**config.mk**
```make
export PLATFORM = sky130hd
export DESIGN_NAME = sorted_list_union_merge_unit_flat
export DESIGN_NICKNAME = d
export VERILOG_FILES = /design/src/rtl/core/slum_pkg.sv /design/src/rtl/core/slum_ifs.sv /design/src/rtl/core/sorted_list_union_merge_unit.sv /design/src/rtl/core/slum_list_ram.sv /design/src/flat_wrapper.sv
export VERILOG_INCLUDE_DIRS = /design/src /design/src/rtl/core
export SDC_FILE = /design/constraint.sdc
export NUM_CORES = 2
export LEC_CHECK = 0
export ABC_AREA = 1
export BUFFER_PORTS_ARGS = -buffer_cell sky130_fd_sc_hd__buf_2
export CAP_MARGIN = 10
export CORE_MARGIN = 8
export CORE_UTILIZATION = 56
export CTS_BUF_LIST = sky130_fd_sc_hd__clkbuf_16
export DETAILED_ROUTE_END_ITERATION = 8
export GPL_ROUTABILITY_DRIVEN = 0
export PLACE_DENSITY = 0.72
export SYNTH_ARGS = -nofsm -noshare
export SYNTH_HDL_FRONTEND = slang
export SYNTH_SLANG_ARGS = --single-unit
```
**constraint.sdc**
```tcl
create_clock -name i_clk -period 4.8 [get_ports i_clk]
set_input_delay 0.72 -clock i_clk [delete_from_list [all_inputs] [get_ports i_clk]]
set_output_delay 0.72 -clock i_clk [all_outputs]
set_load 0.02 [all_outputs]
```
**src/rtl/core/sorted_list_union_merge_unit_macros.svh**
```systemverilog
// assertion macros shared by the merge unit rtl
`ifndef SORTED_LIST_UNION_MERGE_UNIT_MACROS_SVH
`define SORTED_LIST_UNION_MERGE_UNIT_MACROS_SVH

// condition must hold in the same cycle
`define SLUM_ASSERT_NOW(label, clk, rst_n, ante, cons, msg) \
    label: assert property (@(posedge clk) disable iff (!rst_n) (ante) |-> (cons)) \
        else $error(msg);

// condition must hold in the next cycle
`define SLUM_ASSERT_NEXT(label, clk, rst_n, ante, cons, msg) \
    label: assert property (@(posedge clk) disable iff (!rst_n) (ante) |=> (cons)) \
        else $error(msg);

`endif

```
**src/rtl/core/slum_pkg.sv**
```systemverilog
// shared types and constants of the sorted list union merge unit
package slum_pkg;

    localparam int DEPTH_DEF      = 16;
    localparam int DATA_WIDTH_DEF = 32;
    localparam int OP_WIDTH       = 2;

    typedef enum logic [OP_WIDTH-1:0] {
        OP_LOAD_A = 2'd0,
        OP_LOAD_B = 2'd1,
        OP_MERGE  = 2'd2
    } t_op;

    typedef enum logic [1:0] {
        ST_IDLE,
        ST_WALK,
        ST_EMPTY
    } t_state;

endpackage

```
**src/rtl/core/slum_ifs.sv**
```systemverilog
// request and result channel interfaces of the merge unit
interface slum_req_if import slum_pkg::*; #(
    parameter int DATA_WIDTH = DATA_WIDTH_DEF
);
    logic                         valid;
    logic                         ready;
    logic        [OP_WIDTH-1:0]   op;
    logic signed [DATA_WIDTH-1:0] value;

    modport source (output valid, output op, output value, input ready);
    modport sink   (input valid, input op, input value, output ready);
endinterface

interface slum_res_if import slum_pkg::*; #(
    parameter int DATA_WIDTH = DATA_WIDTH_DEF
);
    logic                         valid;
    logic                         ready;
    logic signed [DATA_WIDTH-1:0] value_res;
    logic                         last;
    logic                         empty_res;
    logic                         overflowed;

    modport source (output valid, output value_res, output last, output empty_res,
                    output overflowed, input ready);
    modport sink   (input valid, input value_res, input last, input empty_res,
                    input overflowed, output ready);
endinterface

```
**src/rtl/core/sorted_list_union_merge_unit.sv**
```systemverilog
// sorted list union merge unit: two list stores, two-pointer merge with dedup
//
//  channel  dir  payload                                   handshake
//  i_req    in   op, value                                 valid / ready
//  o_res    out  value_res, last, empty_res, overflowed    valid / ready
//
// a load is accepted whenever no merge is running.
// a merge walks both stores at one element per cycle while the result register is free,
// bounded by the single read port of each store.
// a stalled result register holds the walk; no request is taken until the merge ends.
// synchronous active-low reset clears counts, pointers and flags; stores need no clear.
`include "sorted_list_union_merge_unit_macros.svh"

module sorted_list_union_merge_unit import slum_pkg::*; #(
    parameter int DEPTH      = DEPTH_DEF,
    parameter int DATA_WIDTH = DATA_WIDTH_DEF
) (
    input  logic         i_clk,
    input  logic         i_rst_n,
    slum_req_if.sink     i_req,
    slum_res_if.source   o_res
);
    localparam int AW = (DEPTH > 1) ? $clog2(DEPTH) : 1;
    localparam int CW = $clog2(DEPTH + 1);
    localparam logic [CW-1:0] FULL = CW'(DEPTH);

    t_state                r_state, n_state;
    logic [CW-1:0]         r_cnt_a, n_cnt_a, r_cnt_b, n_cnt_b;
    logic [CW-1:0]         r_idx_a, n_idx_a, r_idx_b, n_idx_b;
    logic                  r_ovf, n_ovf;
    logic [DATA_WIDTH-1:0] r_pend, n_pend;
    logic                  r_pend_vld, n_pend_vld;
    logic                  r_out_vld;
    logic [DATA_WIDTH-1:0] r_out_val;
    logic                  r_out_last, r_out_empty, r_out_ovf;

    logic [DATA_WIDTH-1:0] head_a, head_b, pick;
    logic                  req_acc, is_load_a, is_load_b, is_merge;
    logic                  we_a, we_b;
    logic                  a_avail, b_avail, walk_done, take_a;
    logic                  slot_free, step, finish, push;

    slum_list_ram #(.DEPTH(DEPTH), .DATA_WIDTH(DATA_WIDTH)) u_ram_a (
        .i_clk   (i_clk),
        .i_we    (we_a),
        .i_waddr (r_cnt_a[AW-1:0]),
        .i_wdata (i_req.value),
        .i_raddr (n_idx_a[AW-1:0]),
        .o_rdata (head_a)
    );

    slum_list_ram #(.DEPTH(DEPTH), .DATA_WIDTH(DATA_WIDTH)) u_ram_b (
        .i_clk   (i_clk),
        .i_we    (we_b),
        .i_waddr (r_cnt_b[AW-1:0]),
        .i_wdata (i_req.value),
        .i_raddr (n_idx_b[AW-1:0]),
        .o_rdata (head_b)
    );

    // request decode
    always_comb begin
        is_load_a = 1'b0;
        is_load_b = 1'b0;
        is_merge  = 1'b0;
        case (t_op'(i_req.op))
            OP_LOAD_A: is_load_a = 1'b1;
            OP_LOAD_B: is_load_b = 1'b1;
            OP_MERGE:  is_merge  = 1'b1;
            default: ;
        endcase
    end

    assign req_acc = i_req.valid && i_req.ready;
    assign we_a    = req_acc && is_load_a && (r_cnt_a < FULL);
    assign we_b    = req_acc && is_load_b && (r_cnt_b < FULL);

    // merge datapath: heads come from the reads issued last cycle
    assign a_avail   = r_idx_a < r_cnt_a;
    assign b_avail   = r_idx_b < r_cnt_b;
    assign walk_done = !a_avail && !b_avail;
    assign take_a    = a_avail && (!b_avail || ($signed(head_a) <= $signed(head_b)));
    assign pick      = take_a ? head_a : head_b;
    assign slot_free = !r_out_vld || o_res.ready;
    assign step      = (r_state == ST_WALK) && !walk_done && slot_free;
    assign finish    = slot_free && (((r_state == ST_WALK) && walk_done)
                                     || (r_state == ST_EMPTY));
    // pending element leaves once a differing element shows up or the merge finishes
    assign push      = finish || (step && r_pend_vld && (pick != r_pend));

    // next state
    always_comb begin
        n_state = r_state;
        case (r_state)
            ST_IDLE: begin
                if (req_acc && is_merge) begin
                    if ((r_cnt_a == '0) && (r_cnt_b == '0)) begin
                        n_state = ST_EMPTY;
                    end else begin
                        n_state = ST_WALK;
                    end
                end
            end
            ST_WALK: begin
                if (finish) begin
                    n_state = ST_IDLE;
                end
            end
            ST_EMPTY: begin
                if (finish) begin
                    n_state = ST_IDLE;
                end
            end
            default: n_state = ST_IDLE;
        endcase
    end

    // datapath next values and handshake outputs
    always_comb begin
        n_cnt_a    = r_cnt_a;
        n_cnt_b    = r_cnt_b;
        n_idx_a    = r_idx_a;
        n_idx_b    = r_idx_b;
        n_ovf      = r_ovf;
        n_pend     = r_pend;
        n_pend_vld = r_pend_vld;

        if (we_a) begin
            n_cnt_a = r_cnt_a + 1'b1;
        end
        if (we_b) begin
            n_cnt_b = r_cnt_b + 1'b1;
        end
        if (req_acc && ((is_load_a && !we_a) || (is_load_b && !we_b))) begin
            n_ovf = 1'b1;
        end

        if (step) begin
            if (take_a) begin
                n_idx_a = r_idx_a + 1'b1;
            end else begin
                n_idx_b = r_idx_b + 1'b1;
            end
            if (!r_pend_vld || (pick != r_pend)) begin
                n_pend     = pick;
                n_pend_vld = 1'b1;
            end
        end

        if (finish) begin
            n_cnt_a    = '0;
            n_cnt_b    = '0;
            n_idx_a    = '0;
            n_idx_b    = '0;
            n_ovf      = 1'b0;
            n_pend_vld = 1'b0;
        end

        i_req.ready      = (r_state == ST_IDLE);
        o_res.valid      = r_out_vld;
        o_res.value_res  = r_out_val;
        o_res.last       = r_out_last;
        o_res.empty_res  = r_out_empty;
        o_res.overflowed = r_out_ovf;
    end

    always_ff @(posedge i_clk) begin
        if (!i_rst_n) begin
            r_state    <= ST_IDLE;
            r_cnt_a    <= '0;
            r_cnt_b    <= '0;
            r_idx_a    <= '0;
            r_idx_b    <= '0;
            r_ovf      <= 1'b0;
            r_pend_vld <= 1'b0;
            r_out_vld  <= 1'b0;
        end else begin
            r_state    <= n_state;
            r_cnt_a    <= n_cnt_a;
            r_cnt_b    <= n_cnt_b;
            r_idx_a    <= n_idx_a;
            r_idx_b    <= n_idx_b;
            r_ovf      <= n_ovf;
            r_pend_vld <= n_pend_vld;
            if (push) begin
                r_out_vld <= 1'b1;
            end else if (o_res.ready) begin
                r_out_vld <= 1'b0;
            end
        end
    end

    always_ff @(posedge i_clk) begin
        r_pend <= n_pend;
        if (push) begin
            r_out_val   <= (r_state == ST_EMPTY) ? '0 : r_pend;
            r_out_last  <= finish;
            r_out_empty <= (r_state == ST_EMPTY);
            r_out_ovf   <= r_ovf;
        end
    end

    `SLUM_ASSERT_NOW(a_idx_in_range, i_clk, i_rst_n, 1'b1, (r_idx_a <= r_cnt_a) && (r_idx_b <= r_cnt_b), "walk pointer passed its list count")
    `SLUM_ASSERT_NOW(a_cnt_bound, i_clk, i_rst_n, 1'b1, (r_cnt_a <= FULL) && (r_cnt_b <= FULL), "list count exceeds depth")
    `SLUM_ASSERT_NOW(a_idle_clean, i_clk, i_rst_n, r_state == ST_IDLE, !r_pend_vld && (r_idx_a == '0) && (r_idx_b == '0), "merge state left over in idle")
    `SLUM_ASSERT_NEXT(a_last_ends, i_clk, i_rst_n, push && finish, (r_state == ST_IDLE) && (r_cnt_a == '0) && (r_cnt_b == '0) && !r_ovf, "merge did not close after last result")
    `SLUM_ASSERT_NOW(a_empty_last, i_clk, i_rst_n, r_out_vld && r_out_empty, r_out_last, "empty result not marked last")

endmodule

```
**src/rtl/core/slum_list_ram.sv**
```systemverilog
// one list store: single write port, single registered read port
module slum_list_ram import slum_pkg::*; #(
    parameter int DEPTH      = DEPTH_DEF,
    parameter int DATA_WIDTH = DATA_WIDTH_DEF,
    localparam int AW        = (DEPTH > 1) ? $clog2(DEPTH) : 1
) (
    input  logic                  i_clk,
    input  logic                  i_we,
    input  logic [AW-1:0]         i_waddr,
    input  logic [DATA_WIDTH-1:0] i_wdata,
    input  logic [AW-1:0]         i_raddr,
    output logic [DATA_WIDTH-1:0] o_rdata
);
    localparam int MEM_DEPTH = 1 << AW;

    logic [DATA_WIDTH-1:0] r_mem [MEM_DEPTH];
    logic [DATA_WIDTH-1:0] r_rdata;

    always_ff @(posedge i_clk) begin
        if (i_we) begin
            r_mem[i_waddr] <= i_wdata;
        end
    end

    always_ff @(posedge i_clk) begin
        r_rdata <= r_mem[i_raddr];
    end

    assign o_rdata = r_rdata;

endmodule

```
**src/flat_wrapper.sv**
```systemverilog
// flat-port wrapper written by rule: the top's interface ports become plain ports
module sorted_list_union_merge_unit_flat import slum_pkg::*;
#(
    parameter int DEPTH      = DEPTH_DEF,
    parameter int DATA_WIDTH = DATA_WIDTH_DEF
)
  (i_clk, i_rst_n, i_req_valid, i_req_op, i_req_value, i_req_ready, o_res_valid, o_res_value_res, o_res_last, o_res_empty_res, o_res_overflowed, o_res_ready);
  slum_req_if #(.DATA_WIDTH(DATA_WIDTH)) i_req_i ();
  slum_res_if #(.DATA_WIDTH(DATA_WIDTH)) o_res_i ();
  input  logic i_clk;
  input  logic i_rst_n;
  input wire logic [$bits(i_req_i.valid)-1:0] i_req_valid;
  input wire logic [$bits(i_req_i.op)-1:0] i_req_op;
  input wire logic [$bits(i_req_i.value)-1:0] i_req_value;
  output wire logic [$bits(i_req_i.ready)-1:0] i_req_ready;
  output wire logic [$bits(o_res_i.valid)-1:0] o_res_valid;
  output wire logic [$bits(o_res_i.value_res)-1:0] o_res_value_res;
  output wire logic [$bits(o_res_i.last)-1:0] o_res_last;
  output wire logic [$bits(o_res_i.empty_res)-1:0] o_res_empty_res;
  output wire logic [$bits(o_res_i.overflowed)-1:0] o_res_overflowed;
  input wire logic [$bits(o_res_i.ready)-1:0] o_res_ready;
  assign i_req_i.valid = i_req_valid;
  assign i_req_i.op = i_req_op;
  assign i_req_i.value = i_req_value;
  assign i_req_ready = i_req_i.ready;
  assign o_res_valid = o_res_i.valid;
  assign o_res_value_res = o_res_i.value_res;
  assign o_res_last = o_res_i.last;
  assign o_res_empty_res = o_res_i.empty_res;
  assign o_res_overflowed = o_res_i.overflowed;
  assign o_res_i.ready = o_res_ready;
  sorted_list_union_merge_unit #(.DEPTH(DEPTH), .DATA_WIDTH(DATA_WIDTH)) u_core (.i_clk(i_clk), .i_rst_n(i_rst_n), .i_req(i_req_i), .o_res(o_res_i));
endmodule
```
==> impl_results.md <==
* Status: complete, no violations
* Post-synthesis mux area share at 0
* CTS clk-pin slew, worst paths at 60 ps
* Nets at roughly 3,800
* FMAX at ~230 MHz
* Main combinational cell family by area after synthesis: simple AND/OR/NAND/NOR gates
* First-pass GRT wire length at about 180,000 µm
* Multi-input gate area at roughly 12,000 µm²
* Buffers on Ports at between 70 and 80
* Area Overhead vs Synth at 11.56%
* Clock buffer depth at 3
* Most common cell in the netlist: edfxtp_1
* Startpoint class of the critical path: flop
* Max-slew headroom at 0.2765
* Synth Flop Type: edfxtp_1
* Global route overflow at 0
* Reg2reg start: u_core.u_ram_b.o_rdata[7]
* Distinct cell type count after synthesis at 44
* Post-synthesis average cell area at 12.97 µm²
* Clk root buf: clkbuf_16
* R2R setup slack at ~370 ps
* Synth top area cells: edfxtp_1 68%, o211ai_1 6.0%, nand3_1 4.3%
* Post-Route Setup TNS at 0 ps
* Pwr dens at ~430 nW/µm²
* Crit. Startpoint: u_core.u_ram_b.o_rdata[7]
* HPWL Detailed at 66,460 µm
* Number of global-route vias before repair at 28,740
* DP Area at 50,000 µm²
* Fillers at 6,163
* Period utilization at 0.9226
* Die Y at a little over 300 µm
* Simple-gate portion of the synthesized area at 0.1474
* Required time worst endpoint at 5190 ps
* DRC at 0
* Reg2reg end: u_core.r_pend[17]
* Slew Viols, Final at 0
* Hold Crit Class: in -> reg
* Initial antenna violation count at 1
* Routed WL at 118,700 µm
* Worst path arrival time at just under 5000 ps
* Min Tclk post-route at about 4400 ps
* Routed via count at around 30,000
* Critical Path End: u_core.r_pend[17]
* Critical Path Fanout Max at 45
* Die area at ~95,000 µm²
* EDFF count, synth at ~1,100
* Crit Path Class: reg -> reg
* Synthesized area at 47,940 µm²
* Setup ws final at around 370 ps
* Worst vdd ir at 349.3 µV
* # clock sinks at roughly 1,200
* R2r worst-path depth at 24
* Async set-reset flop share out of synthesis at 0
* Post-synthesis adder-cell area fraction at 0.01383
* DRT antenna net count at 0
* CTS tree: built
* Vias per cell at 6.035
* GRT Util Overall at 0.2462
* Sequential cell area fraction in the yosys report at 0.7205
* DR pass1 iterations at 6
* Htree depth at 3
* Starting DRC count in detailed routing at roughly 3,700
* Unrepaired setup endpoints after global routing: false
* Core area at 85,010 µm²
* CTS buffer count at ~110
* YS warnings at 0
* Starting Density at 0.5640
* Die W at around 310 µm
* Largest net degree at the start of global routing at about 130
* Final hold slack at 305.7 ps
* Seq. cell area at roughly 35,000 µm²
* Io pins at 75
* Leak at roughly 0.018 µW
* Synthesized instance count at approximately 3,700
* Mapped Nets at around 3,800
* Synth Area in XOR/XNOR at 0.0005480
* Final setup fails at 0
* Wirelength per Cell at between 20 and 25 µm
* Setup WS pre-CTS at approximately 470 ps
* Clk_skew at 38.96 ps
* Clk Latency, worst-skew pair at around 700 ps
* Final Hold Fails at 0
* Actual slew at the worst max-slew pin at 1083 ps
* Max Cap Viol at 0
* Area leader, netlist: edfxtp_1
* Yosys reg bits at around 1,200
* Synth top area share at 0.6833
* Post-synth top cells: 1,091 x edfxtp_1, 421 x nor2_1, 416 x nand3_1
* CP endpoint kind: flop
* Share of cells above drive strength 1 at 0.1056
* Cell area after layout at between 50,000 and 60,000 µm²
* Standard-cell row count at approximately 110
* Compound-Gate Fraction of Synth Area at 0.08518
## per-stage QoR
step,util,cells,total power [µW]
2_1_floorplan,-,3698,13930
3_3_place_gp,0.5881,4779,14910
3_5_place_dp,0.5881,4779,14970
4_1_cts,0.6291,4988,23160
5_1_grt,0.6291,4988,23890
6_report,0.6292,4990,23110
## cell families (layout without fill, tap and decap cells)
logic type               after synthesis  count (layout)
flip-flops                          1180            1180
AO/OA/AOI/OAI                        615             615
buffers and inverters                360             506
XOR/XNOR                               3               3
other                                  0               2
adder cells (fa/ha/maj)               53              53
AND/OR/NAND/NOR                     1487            1487
## critical path, cell delays in order, from the launching register on
cell,delay [ps]
dfxtp_1,420
inv_1,80
ha_1,310
nand2_1,90
nor2_1,160
nand2_1,90
nand2_1,60
nand2_1,40
nand2_1,180
nand2_1,110
nand3_1,100
nand3_2,120
nand2_4,480
nand2_1,140
nand2_1,110
nand2_1,50
nand2_1,50
nand2_1,50
nor2_1,110
nand2_1,110
nor2_1,270
nand2_1,110
o21ai_0,170
inv_1,300
buf_4,350
## layout by cell type, fill, tap and decap left out, types with 74 or more instances in the layout
cell,n
inv_1,163
nor2_1,389
dfxtp_1,89
edfxtp_1,1091
o21ai_0,146
or2_1,143
nand2_1,284
buf_2,74
clkbuf_16,112
nand3_1,414
o211ai_1,384
or2_0,148
## sequential cells by signal, summed over array words and instances (netlist names), 2 cells and up
name and cells:
u_core.o_res.value_res 32, u_core.r_cnt_a 5, u_core.u_ram_a.o_rdata 32, u_core.r_state 2
u_core.r_idx_a 5, u_core.u_ram_b.o_rdata 32, u_core.r_idx_b 5, u_core.r_cnt_b 5
u_core.u_ram_b.r_mem 512, u_core.u_ram_a.r_mem 512, u_core.r_pend 32
## repair_timing
item / 4_1_cts / 5_1_grt
setup buffers: 0 / 0
resized for setup: 0 / 1
setup endpoints to repair: 0 / 35
hold buffers: 0 / 0
## final cells by class
cell class,count,area share
multi-input cells,2158,0.2272
clock inverters,97,0.01273
repair buffers,161,0.02522
flip-flops and latches,1180,0.6458
inverters,136,0.009825
clock buffers,112,0.05240
diodes,2,0.00009357
well taps,1144,0.02676
## where the power goes
group | switching, µW | internal (µW) | leakage [µW] | total [µW]
clock network | 3740 | 4570 | 0.00184 | 8310
logic | 2100 | 884 | 0.00546 | 2980
registers | 163 | 11700 | 0.0106 | 11800
total | 6000 | 17100 | 0.0179 | 23100
## per-layer routing
layer | track usage | part of all wire
met1 | 0.3586 | 0.42
met2 | 0.3843 | 0.46
met3 | 0.03322 | 0.086
met4 | 0.08464 | 0.032
met5 | 0 | 0.00011
## how the worst min path moves through the flow
stage / cells after the start / slack [ps] / to / startpoint
after floorplan: 0 / 410 / u_core.o_res.overflowed / u_core.r_ovf
final: 3 / 310 / u_core.o_res.valid / i_rst_n
after global routing: 3 / 310 / u_core.o_res.valid / i_rst_n
after detailed placement: 0 / 440 / u_core.o_res.overflowed / u_core.r_ovf
after global placement: 0 / 430 / u_core.o_res.overflowed / u_core.r_ovf
after CTS: 3 / 280 / u_core.o_res.valid / i_rst_n
Power figures use the tool's default switching activity.
